### config.mk
export PLATFORM = sky130hd
export DESIGN_NAME = frame_tick_rate_converter_flat
export DESIGN_NICKNAME = d
export VERILOG_FILES = /design/src/sv/fts_pkg.sv /design/src/sv/fts_if.sv /design/src/sv/fts_div.sv /design/src/sv/fts_dp.sv /design/src/sv/fts_ctrl.sv /design/src/sv/frame_tick_rate_converter.sv /design/src/flat_wrapper.sv
export SDC_FILE = /design/constraint.sdc
export NUM_CORES = 1
export LEC_CHECK = 0
export BUFFER_PORTS_ARGS = -buffer_cell sky130_fd_sc_hd__buf_2
export CAP_MARGIN = 0
export CORE_MARGIN = 3
export CORE_UTILIZATION = 32
export DETAILED_ROUTE_END_ITERATION = 8
export GPL_TIMING_DRIVEN = 0
export SLEW_MARGIN = 15
export SYNTH_ARGS = -nofsm -noshare
export SYNTH_HDL_FRONTEND = slang
export SYNTH_HIERARCHICAL = 1
export SYNTH_SLANG_ARGS = --single-unit
### constraint.sdc
create_clock -name clk -period 9.7 [get_ports clk]
set_input_delay 1.94 -clock clk [delete_from_list [all_inputs] [get_ports clk]]
set_output_delay 1.94 -clock clk [all_outputs]
set_load 0.02 [all_outputs]
### src/sv/fts_pkg.sv
// Shared types, constants and helper functions for the frame tick rate converter.
package fts_pkg;

    localparam logic [15:0] UNITS_PER_SEC   = 16'd1200;
    localparam logic [15:0] REFRESH_MIN     = 16'd31;
    localparam logic [7:0]  VSYNC_FREQ_RST  = 8'd60;
    localparam logic [7:0]  USER_FREQ_RST   = 8'd30;

    localparam int unsigned CFG_IDX_W       = 8;
    localparam logic [CFG_IDX_W-1:0] REG_VSYNC_FREQ = 8'd0;
    localparam logic [CFG_IDX_W-1:0] REG_USER_FREQ  = 8'd1;

    localparam logic OP_UPDATE = 1'b0;
    localparam logic OP_RESET  = 1'b1;

    typedef enum logic [2:0] {
        DIV_STEPV,
        DIV_STEPU,
        DIV_RMAIN,
        DIV_RUSER,
        DIV_QUSER
    } div_sel_t;

    typedef enum logic [3:0] {
        S_IDLE,
        S_CLEAR,
        S_STEPV,
        S_STEPV_W,
        S_STEPU,
        S_STEPU_W,
        S_RMAIN,
        S_RMAIN_W,
        S_RUSER,
        S_RUSER_W,
        S_ACCUM,
        S_QUSER,
        S_QUSER_W,
        S_DONE
    } state_t;

    typedef struct packed {
        logic     accept_en;
        logic     clear;
        logic     div_start;
        div_sel_t div_sel;
        logic     accum;
        logic     zero_delta;
        logic     emit;
    } fts_cmd_t;

    typedef struct packed {
        logic in_fire;
        logic op;
        logic refresh;
        logic per_user_zero;
        logic div_done;
        logic out_free;
    } fts_sts_t;

    function automatic logic [7:0] refine(input logic [7:0] rate, input logic [15:0] q);
        logic [7:0] sum;
        sum = rate + q[7:0] + 8'd1;
        return {1'b0, sum[7:1]};
    endfunction

endpackage

### src/sv/fts_if.sv
// Valid/ready channel interfaces for input items, results and configuration writes.
interface fts_in_if;
    logic        valid;
    logic        ready;
    logic        op;
    logic [15:0] jiffy;

    modport source (output valid, output op, output jiffy, input ready);
    modport sink (input valid, input op, input jiffy, output ready);
endinterface

interface fts_out_if;
    logic        valid;
    logic        ready;
    logic [15:0] main_tick;
    logic [15:0] aux_tick;
    logic [7:0]  aux_tick_step;
    logic [7:0]  main_rate_est;
    logic [7:0]  aux_rate_est;

    modport source (output valid, output main_tick, output aux_tick,
                    output aux_tick_step, output main_rate_est, output aux_rate_est,
                    input ready);
    modport sink (input valid, input main_tick, input aux_tick,
                  input aux_tick_step, input main_rate_est, input aux_rate_est,
                  output ready);
endinterface

interface fts_cfg_if;
    logic       valid;
    logic       ready;
    logic [7:0] index;
    logic [7:0] data;

    modport source (output valid, output index, output data, input ready);
    modport sink (input valid, input index, input data, output ready);
endinterface

### src/sv/fts_div.sv
// Radix-2 restoring divider, 16-bit dividend and divisor, one quotient bit per cycle.
module fts_div (
    input  logic        clk,
    input  logic        rst_n,
    input  logic        start,
    input  logic [15:0] dividend,
    input  logic [15:0] divisor,
    output logic        done,
    output logic [15:0] quotient,
    output logic [15:0] remainder
);

    logic        busy_reg, busy_next;
    logic        done_reg, done_next;
    logic [3:0]  cnt_reg, cnt_next;
    logic [15:0] rem_reg, rem_next;
    logic [15:0] quo_reg, quo_next;
    logic [15:0] dsr_reg, dsr_next;
    logic [16:0] trial;

    always_comb
    begin
        busy_next = busy_reg;
        done_next = 1'b0;
        cnt_next  = cnt_reg;
        rem_next  = rem_reg;
        quo_next  = quo_reg;
        dsr_next  = dsr_reg;
        trial     = {rem_reg, quo_reg[15]};
        if (start)
        begin
            busy_next = 1'b1;
            cnt_next  = '0;
            rem_next  = '0;
            quo_next  = dividend;
            dsr_next  = divisor;
        end
        else if (busy_reg)
        begin
            if (trial >= {1'b0, dsr_reg})
            begin
                rem_next = 16'(trial - {1'b0, dsr_reg});
                quo_next = {quo_reg[14:0], 1'b1};
            end
            else
            begin
                rem_next = trial[15:0];
                quo_next = {quo_reg[14:0], 1'b0};
            end
            cnt_next = cnt_reg + 4'd1;
            if (cnt_reg == 4'd15)
            begin
                busy_next = 1'b0;
                done_next = 1'b1;
            end
        end
    end

    always_ff @(posedge clk or negedge rst_n)
    begin
        if (!rst_n)
        begin
            busy_reg <= 1'b0;
            done_reg <= 1'b0;
            cnt_reg  <= '0;
        end
        else
        begin
            busy_reg <= busy_next;
            done_reg <= done_next;
            cnt_reg  <= cnt_next;
        end
    end

    always_ff @(posedge clk)
    begin
        rem_reg <= rem_next;
        quo_reg <= quo_next;
        dsr_reg <= dsr_next;
    end

    assign done      = done_reg;
    assign quotient  = quo_reg;
    assign remainder = rem_reg;

endmodule

### src/sv/fts_dp.sv
// Datapath: configuration, tick state, estimate refresh, accumulator and result register.
module fts_dp (
    input  logic              clk,
    input  logic              rst_n,
    fts_in_if.sink            in_item,
    fts_out_if.source         result,
    fts_cfg_if.sink           cfg,
    input  fts_pkg::fts_cmd_t cmd,
    output fts_pkg::fts_sts_t sts
);
    import fts_pkg::*;

    logic [7:0]  vsync_freq_reg, user_freq_reg;
    logic [7:0]  per_vsync_reg, per_user_reg;
    logic        op_reg;
    logic [15:0] jiffy_reg;
    logic [15:0] main_count_reg, user_count_reg;
    logic [7:0]  user_delta_reg, main_rate_reg, user_rate_reg;
    logic [15:0] fraction_reg, last_vsync_rate_reg, last_vsync_accum_reg;
    logic [15:0] last_main_reg, last_user_reg;
    div_sel_t    sel_reg;
    logic        out_valid_reg;
    logic [15:0] out_main_reg, out_user_reg;
    logic [7:0]  out_delta_reg, out_mfps_reg, out_ufps_reg;

    logic [15:0] dt, elapsed, dividend, divisor, prod_main, prod_user, inc;
    logic        div_done;
    logic [15:0] quo, rem;
    logic        in_fire;

    assign in_item.ready = cmd.accept_en;
    assign in_fire       = in_item.valid && cmd.accept_en;
    assign cfg.ready     = 1'b1;

    assign dt        = jiffy_reg - last_vsync_rate_reg;
    assign elapsed   = jiffy_reg - last_vsync_accum_reg;
    assign prod_main = 16'((main_count_reg - last_main_reg) * vsync_freq_reg);
    assign prod_user = 16'((user_count_reg - last_user_reg) * vsync_freq_reg);
    assign inc       = 16'(per_vsync_reg * elapsed);

    always_comb
    begin
        unique case (cmd.div_sel)
            DIV_STEPV:
            begin
                dividend = UNITS_PER_SEC;
                divisor  = {8'd0, vsync_freq_reg};
            end
            DIV_STEPU:
            begin
                dividend = UNITS_PER_SEC;
                divisor  = {8'd0, user_freq_reg};
            end
            DIV_RMAIN:
            begin
                dividend = prod_main;
                divisor  = dt;
            end
            DIV_RUSER:
            begin
                dividend = prod_user;
                divisor  = dt;
            end
            DIV_QUSER:
            begin
                dividend = fraction_reg;
                divisor  = {8'd0, per_user_reg};
            end
            default:
            begin
                dividend = fraction_reg;
                divisor  = {8'd0, per_user_reg};
            end
        endcase
    end

    fts_div u_div (
        .clk       (clk),
        .rst_n     (rst_n),
        .start     (cmd.div_start),
        .dividend  (dividend),
        .divisor   (divisor),
        .done      (div_done),
        .quotient  (quo),
        .remainder (rem)
    );

    always_comb
    begin
        sts.in_fire       = in_fire;
        sts.op            = op_reg;
        sts.refresh       = (dt >= REFRESH_MIN);
        sts.per_user_zero = (per_user_reg == 8'd0);
        sts.div_done      = div_done;
        sts.out_free      = !out_valid_reg || result.ready;
    end

    always_ff @(posedge clk or negedge rst_n)
    begin
        if (!rst_n)
        begin
            vsync_freq_reg       <= VSYNC_FREQ_RST;
            user_freq_reg        <= USER_FREQ_RST;
            main_count_reg       <= '0;
            user_count_reg       <= '0;
            user_delta_reg       <= '0;
            main_rate_reg        <= VSYNC_FREQ_RST;
            user_rate_reg        <= VSYNC_FREQ_RST;
            fraction_reg         <= '0;
            last_vsync_rate_reg  <= '0;
            last_vsync_accum_reg <= '0;
            last_main_reg        <= '0;
            last_user_reg        <= '0;
            sel_reg              <= DIV_STEPV;
            out_valid_reg        <= 1'b0;
        end
        else
        begin
            if (cfg.valid)
            begin
                if (cfg.index == REG_VSYNC_FREQ)
                    vsync_freq_reg <= cfg.data;
                else if (cfg.index == REG_USER_FREQ)
                    user_freq_reg <= cfg.data;
            end
            if (cmd.div_start)
                sel_reg <= cmd.div_sel;
            if (cmd.clear)
            begin
                main_count_reg       <= '0;
                user_count_reg       <= '0;
                user_delta_reg       <= '0;
                fraction_reg         <= '0;
                last_vsync_rate_reg  <= '0;
                last_vsync_accum_reg <= '0;
                last_main_reg        <= '0;
                last_user_reg        <= '0;
            end
            if (div_done)
            begin
                unique case (sel_reg)
                    DIV_RMAIN:
                        main_rate_reg <= refine(main_rate_reg, quo);
                    DIV_RUSER:
                    begin
                        user_rate_reg       <= refine(user_rate_reg, quo);
                        last_main_reg       <= main_count_reg;
                        last_user_reg       <= user_count_reg;
                        last_vsync_rate_reg <= jiffy_reg;
                    end
                    DIV_QUSER:
                    begin
                        fraction_reg   <= rem;
                        user_count_reg <= user_count_reg + quo;
                        user_delta_reg <= quo[7:0];
                    end
                    default:
                    begin
                    end
                endcase
            end
            if (cmd.accum)
            begin
                main_count_reg       <= main_count_reg + 16'd1;
                fraction_reg         <= fraction_reg + inc;
                last_vsync_accum_reg <= jiffy_reg;
            end
            if (cmd.zero_delta)
                user_delta_reg <= '0;
            if (cmd.emit)
                out_valid_reg <= 1'b1;
            else if (result.ready)
                out_valid_reg <= 1'b0;
        end
    end

    always_ff @(posedge clk)
    begin
        if (in_fire)
        begin
            op_reg    <= in_item.op;
            jiffy_reg <= in_item.jiffy;
        end
        if (div_done && sel_reg == DIV_STEPV)
            per_vsync_reg <= (vsync_freq_reg == 8'd0) ? 8'd0 : quo[7:0];
        if (div_done && sel_reg == DIV_STEPU)
            per_user_reg <= (user_freq_reg == 8'd0) ? 8'd0 : quo[7:0];
        if (cmd.emit)
        begin
            out_main_reg  <= main_count_reg;
            out_user_reg  <= user_count_reg;
            out_delta_reg <= user_delta_reg;
            out_mfps_reg  <= main_rate_reg;
            out_ufps_reg  <= user_rate_reg;
        end
    end

    assign result.valid         = out_valid_reg;
    assign result.main_tick     = out_main_reg;
    assign result.aux_tick      = out_user_reg;
    assign result.aux_tick_step = out_delta_reg;
    assign result.main_rate_est = out_mfps_reg;
    assign result.aux_rate_est  = out_ufps_reg;

endmodule

### src/sv/fts_ctrl.sv
// Controller state machine sequencing divisions, accumulation and result hand-off.
module fts_ctrl (
    input  logic              clk,
    input  logic              rst_n,
    input  fts_pkg::fts_sts_t sts,
    output fts_pkg::fts_cmd_t cmd
);
    import fts_pkg::*;

    state_t state_reg, state_next;

    always_ff @(posedge clk or negedge rst_n)
    begin
        if (!rst_n)
            state_reg <= S_IDLE;
        else
            state_reg <= state_next;
    end

    always_comb
    begin
        state_next     = state_reg;
        cmd.accept_en  = 1'b0;
        cmd.clear      = 1'b0;
        cmd.div_start  = 1'b0;
        cmd.div_sel    = DIV_QUSER;
        cmd.accum      = 1'b0;
        cmd.zero_delta = 1'b0;
        cmd.emit       = 1'b0;
        unique case (state_reg)
            S_IDLE:
            begin
                cmd.accept_en = 1'b1;
                if (sts.in_fire)
                    state_next = S_CLEAR;
            end
            S_CLEAR:
            begin
                if (sts.op == OP_RESET)
                begin
                    cmd.clear  = 1'b1;
                    state_next = S_DONE;
                end
                else
                    state_next = S_STEPV;
            end
            S_STEPV:
            begin
                cmd.div_sel   = DIV_STEPV;
                cmd.div_start = 1'b1;
                state_next    = S_STEPV_W;
            end
            S_STEPV_W:
                if (sts.div_done)
                    state_next = S_STEPU;
            S_STEPU:
            begin
                cmd.div_sel   = DIV_STEPU;
                cmd.div_start = 1'b1;
                state_next    = S_STEPU_W;
            end
            S_STEPU_W:
                if (sts.div_done)
                    state_next = sts.refresh ? S_RMAIN : S_ACCUM;
            S_RMAIN:
            begin
                cmd.div_sel   = DIV_RMAIN;
                cmd.div_start = 1'b1;
                state_next    = S_RMAIN_W;
            end
            S_RMAIN_W:
                if (sts.div_done)
                    state_next = S_RUSER;
            S_RUSER:
            begin
                cmd.div_sel   = DIV_RUSER;
                cmd.div_start = 1'b1;
                state_next    = S_RUSER_W;
            end
            S_RUSER_W:
                if (sts.div_done)
                    state_next = S_ACCUM;
            S_ACCUM:
            begin
                cmd.accum  = 1'b1;
                state_next = S_QUSER;
            end
            S_QUSER:
            begin
                if (sts.per_user_zero)
                begin
                    cmd.zero_delta = 1'b1;
                    state_next     = S_DONE;
                end
                else
                begin
                    cmd.div_sel   = DIV_QUSER;
                    cmd.div_start = 1'b1;
                    state_next    = S_QUSER_W;
                end
            end
            S_QUSER_W:
                if (sts.div_done)
                    state_next = S_DONE;
            S_DONE:
            begin
                if (sts.out_free)
                begin
                    cmd.emit   = 1'b1;
                    state_next = S_IDLE;
                end
            end
            default:
                state_next = S_IDLE;
        endcase
    end

endmodule

### src/sv/frame_tick_rate_converter.sv
// Top level of the frame tick rate converter: controller plus datapath.
// One item at a time. A reset command is decoded, clears the tick state and is handed off.
// A frame update runs three divisions on the shared radix-2 divider (two step sizes and
// the accumulator split); when the jiffy count has advanced by at least 31 since the last
// refresh, two more divisions refresh the fps estimates. A zero user step skips the split.
// Beside the divider, the steps are decode, accumulation and hand-off. The input is ready
// again in the same cycle as the result is posted. A finished result waits in the output
// register, and the next item is taken while it waits; that item's own result holds until
// the waiting one is taken.
module frame_tick_rate_converter (
    input  logic      clk,
    input  logic      rst_n,
    fts_in_if.sink    in_item,
    fts_out_if.source result,
    fts_cfg_if.sink   cfg
);
    import fts_pkg::*;

    fts_cmd_t cmd;
    fts_sts_t sts;

    fts_ctrl u_ctrl (
        .clk   (clk),
        .rst_n (rst_n),
        .sts   (sts),
        .cmd   (cmd)
    );

    fts_dp u_dp (
        .clk     (clk),
        .rst_n   (rst_n),
        .in_item (in_item),
        .result  (result),
        .cfg     (cfg),
        .cmd     (cmd),
        .sts     (sts)
    );

endmodule

### src/flat_wrapper.sv
// flat-port wrapper written by rule: the top's interface ports become plain ports
module frame_tick_rate_converter_flat import fts_pkg::*;
  (clk, rst_n, in_item_valid, in_item_op, in_item_jiffy, in_item_ready, result_valid, result_main_tick, result_aux_tick, result_aux_tick_step, result_main_rate_est, result_aux_rate_est, result_ready, cfg_valid, cfg_index, cfg_data, cfg_ready);
  fts_in_if in_item_i ();
  fts_out_if result_i ();
  fts_cfg_if cfg_i ();
  input  logic clk;
  input  logic rst_n;
  input wire logic [$bits(in_item_i.valid)-1:0] in_item_valid;
  input wire logic [$bits(in_item_i.op)-1:0] in_item_op;
  input wire logic [$bits(in_item_i.jiffy)-1:0] in_item_jiffy;
  output wire logic [$bits(in_item_i.ready)-1:0] in_item_ready;
  output wire logic [$bits(result_i.valid)-1:0] result_valid;
  output wire logic [$bits(result_i.main_tick)-1:0] result_main_tick;
  output wire logic [$bits(result_i.aux_tick)-1:0] result_aux_tick;
  output wire logic [$bits(result_i.aux_tick_step)-1:0] result_aux_tick_step;
  output wire logic [$bits(result_i.main_rate_est)-1:0] result_main_rate_est;
  output wire logic [$bits(result_i.aux_rate_est)-1:0] result_aux_rate_est;
  input wire logic [$bits(result_i.ready)-1:0] result_ready;
  input wire logic [$bits(cfg_i.valid)-1:0] cfg_valid;
  input wire logic [$bits(cfg_i.index)-1:0] cfg_index;
  input wire logic [$bits(cfg_i.data)-1:0] cfg_data;
  output wire logic [$bits(cfg_i.ready)-1:0] cfg_ready;
  assign in_item_i.valid = in_item_valid;
  assign in_item_i.op = in_item_op;
  assign in_item_i.jiffy = in_item_jiffy;
  assign in_item_ready = in_item_i.ready;
  assign result_valid = result_i.valid;
  assign result_main_tick = result_i.main_tick;
  assign result_aux_tick = result_i.aux_tick;
  assign result_aux_tick_step = result_i.aux_tick_step;
  assign result_main_rate_est = result_i.main_rate_est;
  assign result_aux_rate_est = result_i.aux_rate_est;
  assign result_i.ready = result_ready;
  assign cfg_i.valid = cfg_valid;
  assign cfg_i.index = cfg_index;
  assign cfg_i.data = cfg_data;
  assign cfg_ready = cfg_i.ready;
  frame_tick_rate_converter u_core (.clk(clk), .rst_n(rst_n), .in_item(in_item_i), .result(result_i), .cfg(cfg_i));
endmodule
==> results of run 1 <==
## metal layers
| metal | routed length (microns) | vias up |
|---|---|---|
| li1 | - | 9314 |
| met1 | 33400 | 9568 |
| met2 | 33100 | 508 |
| met3 | 4050 | 117 |
| met4 | 2990 | 2 |
| met5 | 13 | - |
## Yosys cell counts, types with 36 or more instances
master    number
inv_1        384
nand2_1      277
fa_1         202
ha_1         178
dfrtp_1      148
and2_1       146
a21oi_1      128
edfxtp_1     119
nor2_1       102
xnor2_1       93
o21ai_0       91
clkbuf_1      80
o31ai_1       63
nor2b_1       60
xor2_1        49
nor3_1        45
mux2_2        44
mux2i_1       36
nand3_1       36
## cell families after synthesis
logic type,synth area share [%]
AO/OA/AOI/OAI,12.6
XOR/XNOR,5.32
adder cells (fa/ha/maj),24.2
buffers and inverters,7.33
flip-flops,30.9
multiplexers,3.49
other,0.0290
AND/OR/NAND/NOR,16.1
## worst max-delay path by stage
stage / end / cells after the start
floorplan: u_core/u_dp/u_div/quotient[15]$_DFFE_PP_ / 29
global placement: u_core/u_dp/u_div/quotient[15]$_DFFE_PP_ / 29
detailed placement: u_core/u_dp/u_div/quotient[15]$_DFFE_PP_ / 29
CTS: u_core/u_dp/u_div/quotient[15]$_DFFE_PP_ / 29
global route: u_core/u_dp/u_div/quotient[15]$_DFFE_PP_ / 29
finish: u_core/u_dp/u_div/quotient[15]$_DFFE_PP_ / 29
## worst register-to-register path: cells and delay by family (launching register included)
kind | cells | cell delay (ns)
AO/OA/AOI/OAI | 8 | 1.44
adder cells (fa/ha/maj) | 7 | 2.99
multiplexers | 1 | 0.29
XOR/XNOR | 3 | 1.52
AND/OR/NAND/NOR | 6 | 1.00
flip-flops | 1 | 0.51
buffers and inverters | 4 | 0.25
## cells in the final DEF, fill, tap and decap left out, types with 9 or more instances in the layout
cell type,count
inv_1,384
nand2_1,277
fa_1,202
ha_1,178
dfrtp_1,148
and2_1,146
a21oi_1,128
edfxtp_1,119
nor2_1,102
buf_2,94
xnor2_1,93
o21ai_0,91
clkbuf_1,86
o31ai_1,63
nor2b_1,60
xor2_1,49
nor3_1,44
mux2_2,44
mux2i_1,36
nand3_1,36
clkbuf_16,35
nand2b_1,34
nand3b_1,29
a211oi_1,29
a21o_1,28
o21a_1,21
and3_1,16
dfstp_2,16
dfxtp_1,16
o21ai_1,13
o21bai_1,13
or3_1,13
a21boi_0,12
o211ai_1,12
a22o_1,12
buf_4,10
nor3b_1,9
buf_1,9
## final cells by class
| cell class | count | area [sq um] | share of cell area [%] |
|---|---|---|---|
| Inverter | 384 | 1440 | 4.97 |
| Clock buffer | 43 | 926 | 3.19 |
| Multi-Input combinational cell | 1922 | 16000 | 55.3 |
| Tap cell | 1050 | 1310 | 4.53 |
| Clock inverter | 19 | 228 | 0.786 |
| Sequential cell | 299 | 8020 | 27.7 |
| Timing Repair Buffer | 97 | 563 | 1.94 |
| Buffer | 104 | 459 | 1.58 |
## through the flow
step                worst slack [ns]  instances  util (%)  area [sq um]  hold WS [ns]
finish                          1.44       3918      36.4         29000         0.460
global route                   0.968       3918      36.4         29000         0.484
CTS                             1.47       3918      36.4         29000         0.469
detailed placement              1.55       3856      34.9         27800         0.441
global placement                1.60       3852      34.8         27700         0.448
floorplan                       2.71       2709         -         25900         0.425
==> summary.txt, run 1 <==
Setup CP Type - reg -> reg
normalized max-slew margin - 26.2%
Final period util - 85.1%
Core Box Area - 79600 sq um
Post-synth EDFFs - 119
Layout area overhead - 11.8%
M3 GR Usage - 2.99%
Total Negative Setup Slacks - 0 ns
Slew Limit Fails - 0
worst slew pin tran - 1.10 ns
RSZ-0062 raised after global routing - false
fin crit period - 8.26 ns
Synth Register Bits - 299
initial antenna violation count - 6
Syn Std Cell Area - 25900 sq um
GRT met1 Usage - 23.7%
global-route wire length before repair - 115000 microns
Cell variety after synth - 89
top cells by area, synth - fa_1 (16%), dfrtp_1 (14%), edfxtp_1 (14%)
reg2reg path depth - 29
post-synth top area share - 15.6%
CTS H-tree depth - 2
post-cts hold buffer count - 0
Die W - 291 microns
DRT antenna net count - 0
reg-to-reg endpoint - u_core/u_dp/u_div/quotient[15]$_DFFE_PP_
class of the worst hold path - reg -> reg
vias in the first global route - 19500
Worst-path clk slew - 0.06 ns
Worst EP arrival - 8.54 ns
sequential area share after synthesis - 30.9%
layout cells sized above 1 - 9.17%
clk_skew - 0.0290 ns
fmax - 121 MHz
Hold Fails Final Rpt - 0
Crit. Startpoint - u_core/u_dp/main_count_reg[0]$_DFFE_PN0P_
clock tree from TritonCTS - yes
syn_area_per_cell - 9.57 sq um
Total Nets Final - 3260
port buffer count - 93
Top cell by count, worst path - fa_1
Max Cap Viol - 0
largest net degree at the start of global routing - 72
hold-critical path depth - 0
CTS max path bufs - 3
GR peak layer - met2
Crit Path Max Fanout - 8
critical path data required time - 9.98 ns
post-detail-place hpwl - 57300 microns
die height - 291 microns
Pre-antenna DRT Iters - 5
Setup Viol. Count Final - 0
cell accounting for the most synthesized area - fa_1
row count - 103
hold_sp - u_core/u_dp/user_delta_reg[4]$_DFF_PN0_
CP delay by family, top - adder cells
Iter 0 DRT Violations - 1503
run status - finished, final reports clean
total gr overflow - 0
GRT met2 Usage - 27.5%
Root Driver - clkbuf_16
I/O Pins - 97
WP buf/inv - 4
post-CTS sizing - 0
Worst-Skew Late Latency - 0.56 ns
Initial Util - 32.5%
fillcell total - 8077
gpl congestion - 0.874
via density per instance - 4.98
antenna cells - 0
CTS Sinks - 299
gr usage total - 17.3%
via count - 19500
drt drc - 0
highest-delay cell along the critical path - xnor2_1
Synth Warn # - 6
drt total wl - 73600 microns
Cells after Synth - 2708
Post-synth top flop - dfrtp_1
Avg WL per Cell - 18.8 microns
die area - 84400 sq um
CP startpoint kind - register
flop-to-flop setup slack - 1.44 ns
sink of the worst hold path - u_core/u_dp/result.aux_tick_step[4]$_DFFE_PP_
worst r2r src - u_core/u_dp/main_count_reg[0]$_DFFE_PN0P_
Setup Fix Bufs, Post-CTS - 0
Crit. End Element - register
Worst path max stage delay - 0.84 ns
ys async rst share - 54.8%
number of CTS-inserted buffers - 34
Power of run 1 is left out: the tool's default activity adds up to more than one toggle a clock period on the data nets, which glitch-free logic cannot reach.
==> run 2, diff against run 1 <==
Settings changed: CTS_BUF_LIST from default to sky130_fd_sc_hd__clkbuf_16.
==> run 2 against run 1 <==
- critical path depth unchanged
- cell count unchanged
- sequential share of layout area about the same
- via count about the same
- fmax about the same
- register-to-register slack about the same
- critical path type unchanged
==> summary.txt, run 2 (synthesized netlist as in run 1, its figures left out) <==
clk_skew - 0.0302 ns
Reg area - 8020 sq um
vias in the first global route - 19500
number of CTS-inserted buffers - 34
CTS Sinks - 299
run status - finished, final reports clean
area of the multi-input gates - 16000 sq um
Die W - 291 microns
drt drc - 0
post-CTS sizing - 0
fin crit period - 8.26 ns
CTS H-tree depth - 2
class of the worst hold path - reg -> reg
reg2reg path depth - 29
layout cells sized above 1 - 9.10%
Total Negative Setup Slacks - 0 ns
post-cts hold buffer count - 0
fillcell total - 8080
Worst Setup EP - u_core/u_dp/u_div/quotient[15]$_DFFE_PP_
drt total wl - 73600 microns
Setup Viol. Count Final - 0
clock tree from TritonCTS - yes
Max Cap Viol - 0
die height - 291 microns
flop-to-flop setup slack - 1.44 ns
Total Nets Final - 3260
Crit Path Max Fanout - 8
Slew Limit Fails - 0
fmax - 121 MHz
Root Driver - clkbuf_16
Layout area overhead - 11.8%
Final period util - 85.2%
Worst-Skew Late Latency - 0.56 ns
worst r2r src - u_core/u_dp/main_count_reg[0]$_DFFE_PN0P_
reg-to-reg endpoint - u_core/u_dp/u_div/quotient[15]$_DFFE_PP_
most frequent cells in the layout - inv_1 (390), nand2_1 (277), fa_1 (202)
Setup Fix Bufs, Post-CTS - 0
highest-delay cell along the critical path - xnor2_1
gpl congestion - 0.874
die area - 84400 sq um
Pre-antenna DRT Iters - 5
port buffer count - 93
Core Box Area - 79600 sq um
global-route wire length before repair - 115000 microns
normalized max-slew margin - 27.3%
Top cell by count, worst path - fa_1
Worst-path clk slew - 0.07 ns
I/O Pins - 97
Worst path max stage delay - 0.83 ns
CTS max path bufs - 3
critical path data required time - 9.98 ns
post-detail-place hpwl - 57300 microns
RSZ-0062 raised after global routing - false
via density per instance - 4.98
Crit. Startpoint - u_core/u_dp/main_count_reg[0]$_DFFE_PN0P_
total gr overflow - 0
hold_ws - 0.459 ns
worst slew pin tran - 1.08 ns
antenna cells - 0
DRT antenna net count - 0
Setup CP Type - reg -> reg
gr usage total - 17.3%
row count - 103
largest net degree at the start of global routing - 72
Avg WL per Cell - 18.8 microns
Hold Fails Final Rpt - 0
initial antenna violation count - 6
via count - 19500
CP startpoint kind - register
commonest non-fill, non-tap cell in the layout - inv_1
Iter 0 DRT Violations - 1507
Worst EP arrival - 8.54 ns
Initial Util - 32.5%
Crit. End Element - register
[run 2: worst min-delay path by stage]
stage / start / endpoint / slack, ns / depth (start not counted)
2_1_floorplan: u_core/u_dp/user_delta_reg[0]$_DFF_PN0_ / u_core/u_dp/result.aux_tick_step[0]$_DFFE_PP_ / 0.43 / 0
3_3_place_gp: u_core/u_dp/user_delta_reg[6]$_DFF_PN0_ / u_core/u_dp/result.aux_tick_step[6]$_DFFE_PP_ / 0.45 / 0
3_5_place_dp: u_core/u_dp/user_delta_reg[4]$_DFF_PN0_ / u_core/u_dp/result.aux_tick_step[4]$_DFFE_PP_ / 0.44 / 0
4_1_cts: u_core/u_dp/user_delta_reg[4]$_DFF_PN0_ / u_core/u_dp/result.aux_tick_step[4]$_DFFE_PP_ / 0.47 / 0
5_1_grt: u_core/u_dp/user_delta_reg[5]$_DFF_PN0_ / u_core/u_dp/result.aux_tick_step[5]$_DFFE_PP_ / 0.48 / 0
6_report: u_core/u_dp/user_delta_reg[4]$_DFF_PN0_ / u_core/u_dp/result.aux_tick_step[4]$_DFFE_PP_ / 0.46 / 0
[run 2: metrics by stage]
stage / utilization (%) / cells / area, sq um / setup WS, ns
2_1_floorplan: - / 2709 / 25900 / 2.71
4_1_cts: 36.4 / 3918 / 29000 / 1.47
3_3_place_gp: 34.8 / 3852 / 27700 / 1.60
6_report: 36.4 / 3918 / 29000 / 1.44
3_5_place_dp: 34.9 / 3856 / 27800 / 1.55
5_1_grt: 36.4 / 3918 / 29000 / 0.967
[run 2: layer usage]
metal / wire length, microns / global-route usage (%)
met5: 13 / 0
met4: 2980 / 6.58
met3: 4110 / 2.99
met2: 33200 / 27.5
met1: 33300 / 23.7
[run 2: critical path, delay by kind of cell, from the launching register on]
kind,cells,cell delay (ns)
XOR/XNOR,3,1.51
AND/OR/NAND/NOR,6,0.99
multiplexers,1,0.29
flip-flops,1,0.51
adder cells (fa/ha/maj),7,3.00
AO/OA/AOI/OAI,8,1.43
buffers and inverters,4,0.25
[run 2: cell type report]
| cell class | count | area share [%] |
|---|---|---|
| flip-flops and latches | 299 | 27.7 |
| plain buffers | 104 | 1.59 |
| clock buffers | 35 | 3.02 |
| clock inverters | 27 | 0.890 |
| well taps | 1050 | 4.54 |
| repair buffers | 97 | 1.94 |
| inverters | 384 | 4.98 |
| multi-input cells | 1922 | 55.4 |
Power of run 2 is left out for the same reason.
==> run 3, diff against run 2 <==
Settings changed: SLEW_MARGIN 15 to default, SYNTH_HIERARCHICAL 1 to default.
==> run 3 against run 2 <==
- clock skew shrank 0.0061 ns
- largest cell class unchanged
- die area fell by 3.6%
- critical path type unchanged
- design area fell by 3.1%
==> summary.txt, run 3 <==
via count - 18900
Total Nets Final - 3163
ys async rst share - 54.8%
class of the worst hold path - reg -> reg
clk_skew - 0.0240 ns
post-synth top area share - 16.2%
Synth Register Bits - 299
count leader, synth - inv_1
Layout area overhead - 12.5%
Core Box Area - 76600 sq um
sink of the worst hold path - u_core.u_dp.result.aux_tick_step[7]$_DFFE_PP_
most frequent cells in the layout - inv_1 (391), nand2_1 (263), fa_1 (202)
Setup Viol. Count Final - 0
compound-gate portion of the synthesized area - 13.0%
via density per instance - 4.98
row count - 101
Pwr Total - 10.7 mW
largest family of logic cells by synthesized area - adder cells
gr usage total - 17.5%
die height - 285 microns
placed instance area - 26800 sq um
I/O Pins - 97
initial antenna violation count - 3
hold-critical path depth - 0
worst slew pin tran - 1.16 ns
largest net degree at the start of global routing - 110
Die W - 285 microns
Post-synth EDFFs - 119
CP startpoint kind - register
commonest non-fill, non-tap cell in the layout - inv_1
post-CTS sizing - 0
adder-cell share of the synthesized area - 25.1%
drt total wl - 71400 microns
top cells by area, synth - fa_1 (16%), dfrtp_1 (15%), edfxtp_1 (14%)
normalized max-slew margin - 22.1%
Pleak - 12.6 nW
CTS Sinks - 299
post-synthesis mux area share - 1.63%
RSZ-0062 raised after global routing - false
Simple-Gate Fraction of Synth Area - 15.6%
drt drc - 0
gpl congestion - 0.872
fmax - 129 MHz
vias in the first global route - 18700
global-route wire length before repair - 111000 microns
sequential area share after synthesis - 32.1%
CTS H-tree depth - 2
reg-to-reg endpoint - u_core.u_dp.u_div.quotient[15]$_DFFE_PP_
syn_area_per_cell - 9.58 sq um
Total Negative Setup Slacks - 0 ns
Setup CP Type - reg -> reg
reg2reg path depth - 26
Synth Warn # - 0
Cells after Synth - 2606
Final period util - 79.8%
Setup Fix Bufs, Post-CTS - 0
Max Cap Viol - 0
hold_sp - u_core.u_dp.user_delta_reg[7]$_DFF_PN0_
total gr overflow - 0
clock tree from TritonCTS - yes
Layout Cell Area excl Fill - 28100 sq um
setup ws final - 1.96 ns
cell accounting for the most synthesized area - fa_1
fillcell total - 7787
port buffer count - 93
CTS max path bufs - 3
run status - finished, final reports clean
critical path data required time - 10.08 ns
Hold Fails Final Rpt - 0
Cell variety after synth - 82
Post-Synth XOR/XNOR Area - 5.39%
Worst-Skew Late Latency - 0.55 ns
placed instance count - 3737
Crit. End Element - register
DRT antenna net count - 0
Non-Filler Instances - 3802
Iter 0 DRT Violations - 1346
Slew Limit Fails - 0
Crit Path Max Fanout - 8
layout cells sized above 1 - 7.94%
Initial Util - 32.6%
post-cts hold buffer count - 0
Post-synth top flop - dfrtp_1
die area - 81400 sq um
worst r2r src - u_core.u_dp.main_count_reg[0]$_DFFE_PN0P_
post-detail-place hpwl - 55800 microns
fin crit period - 7.74 ns
number of CTS-inserted buffers - 36
Pre-antenna DRT Iters - 5
Avg WL per Cell - 18.8 microns
Worst-path clk slew - 0.06 ns
most common library cells after synthesis - inv_1 (385), nand2_1 (263), fa_1 (202)
maximum VDD drop - 0.000756 V
pre-CTS setup slack - 1.99 ns
Worst EP arrival - 8.12 ns
Root Driver - clkbuf_16
Syn Std Cell Area - 25000 sq um
power density cells - 383 nW/um^2
flop-to-flop setup slack - 1.96 ns
run 3: cell types whose count changed in the layout (fill, tap and decap cells not counted), sizes merged, moves of 24 or more:
cell    previous run  this run
a211oi            33         9
nor2             103       128
a21oi            132       107
a22o              12        43
o31ai             63        27
mux2              48        21
run 3: layer usage:
layer / global-route usage [%] / vias to the layer above / part of all wire [%] / routed length [microns]
li1: - / 8976 / - / -
met1: 23.6 / 9296 / 44 / 31600
met2: 28.0 / 545 / 45 / 32300
met3: 3.13 / 120 / 6.3 / 4470
met4: 6.47 / 2 / 4.0 / 2820
met5: 1.37 / - / 0.21 / 153
run 3: final cells by class:
| cell class | count | area (sq um) | share of cell area (%) |
|---|---|---|---|
| multi-input cells | 1837 | 15200 | 54.1 |
| flip-flops and latches | 299 | 8020 | 28.6 |
| inverters | 386 | 1450 | 5.16 |
| well taps | 1030 | 1290 | 4.59 |
| clock buffers | 37 | 926 | 3.30 |
| repair buffers | 100 | 567 | 2.02 |
| plain buffers | 85 | 333 | 1.19 |
| clock inverters | 27 | 287 | 1.02 |
| diodes | 1 | 2.50 | 0.00892 |
run 3: how the worst max path moves through the flow:
stage,cells past startpoint,from,slack (ns),to
3_5_place_dp,26,u_core.u_dp.main_count_reg[0]$_DFFE_PN0P_,1.99,u_core.u_dp.u_div.quotient[15]$_DFFE_PP_
5_1_grt,27,u_core.u_dp.main_count_reg[0]$_DFFE_PN0P_,1.63,u_core.u_dp.u_div.quotient[15]$_DFFE_PP_
2_1_floorplan,25,u_core.u_dp.main_count_reg[1]$_DFFE_PN0P_,3.16,u_core.u_dp.u_div.quotient[15]$_DFFE_PP_
4_1_cts,26,u_core.u_dp.main_count_reg[0]$_DFFE_PN0P_,1.96,u_core.u_dp.u_div.quotient[15]$_DFFE_PP_
3_3_place_gp,3,result_ready,0.78,u_core.u_dp.result.main_tick[7]$_DFFE_PP_
6_report,26,u_core.u_dp.main_count_reg[0]$_DFFE_PN0P_,1.96,u_core.u_dp.u_div.quotient[15]$_DFFE_PP_
run 3: worst max-delay path, cell delays in order (launching register included):
cell	delay, ns
dfrtp_1	0.46
inv_1	0.13
ha_1	0.27
fa_1	0.42
nor2b_1	0.16
o31a_1	0.17
o21ai_1	0.13
nor2b_1	0.18
xnor2_1	0.58
nand2_1	0.17
fa_1	0.53
inv_1	0.05
fa_1	0.49
fa_1	0.50
inv_1	0.05
fa_1	0.47
inv_1	0.04
ha_1	0.30
or2_2	0.32
nand3_1	0.09
o22ai_1	0.12
o41ai_1	0.50
xnor3_1	0.32
xor2_1	0.19
xor3_1	0.43
o221a_1	0.30
nor3_2	0.19
run 3: power by group:
part	switching, mW	internal, mW	total, mW
registers	0.265	1.62	1.89
clock network	0.558	0.852	1.41
logic	4.24	3.20	7.44
run 3: kinds of logic (layout without fill, tap and decap cells):
kind of cell | count (synthesis) | count (layout)
AOI/OAI and AO/OA | 486 | 486
and+or+nand+nor | 786 | 786
other | 2 | 4
DFF | 299 | 299
buffers and inverters | 471 | 635
muxes | 38 | 38
xor gates and xnor gates | 144 | 144
adders and majority gates | 380 | 380
run 3: through the flow:
step | utilization, % | hold slack (ns)
after global placement | 34.9 | 0.429
after global routing | 36.6 | 0.450
after CTS | 36.6 | 0.445
after floorplan | - | 0.425
final | 36.6 | 0.445
after detailed placement | 35.1 | 0.436
Note: power is estimated with default switching activity, not from simulation.
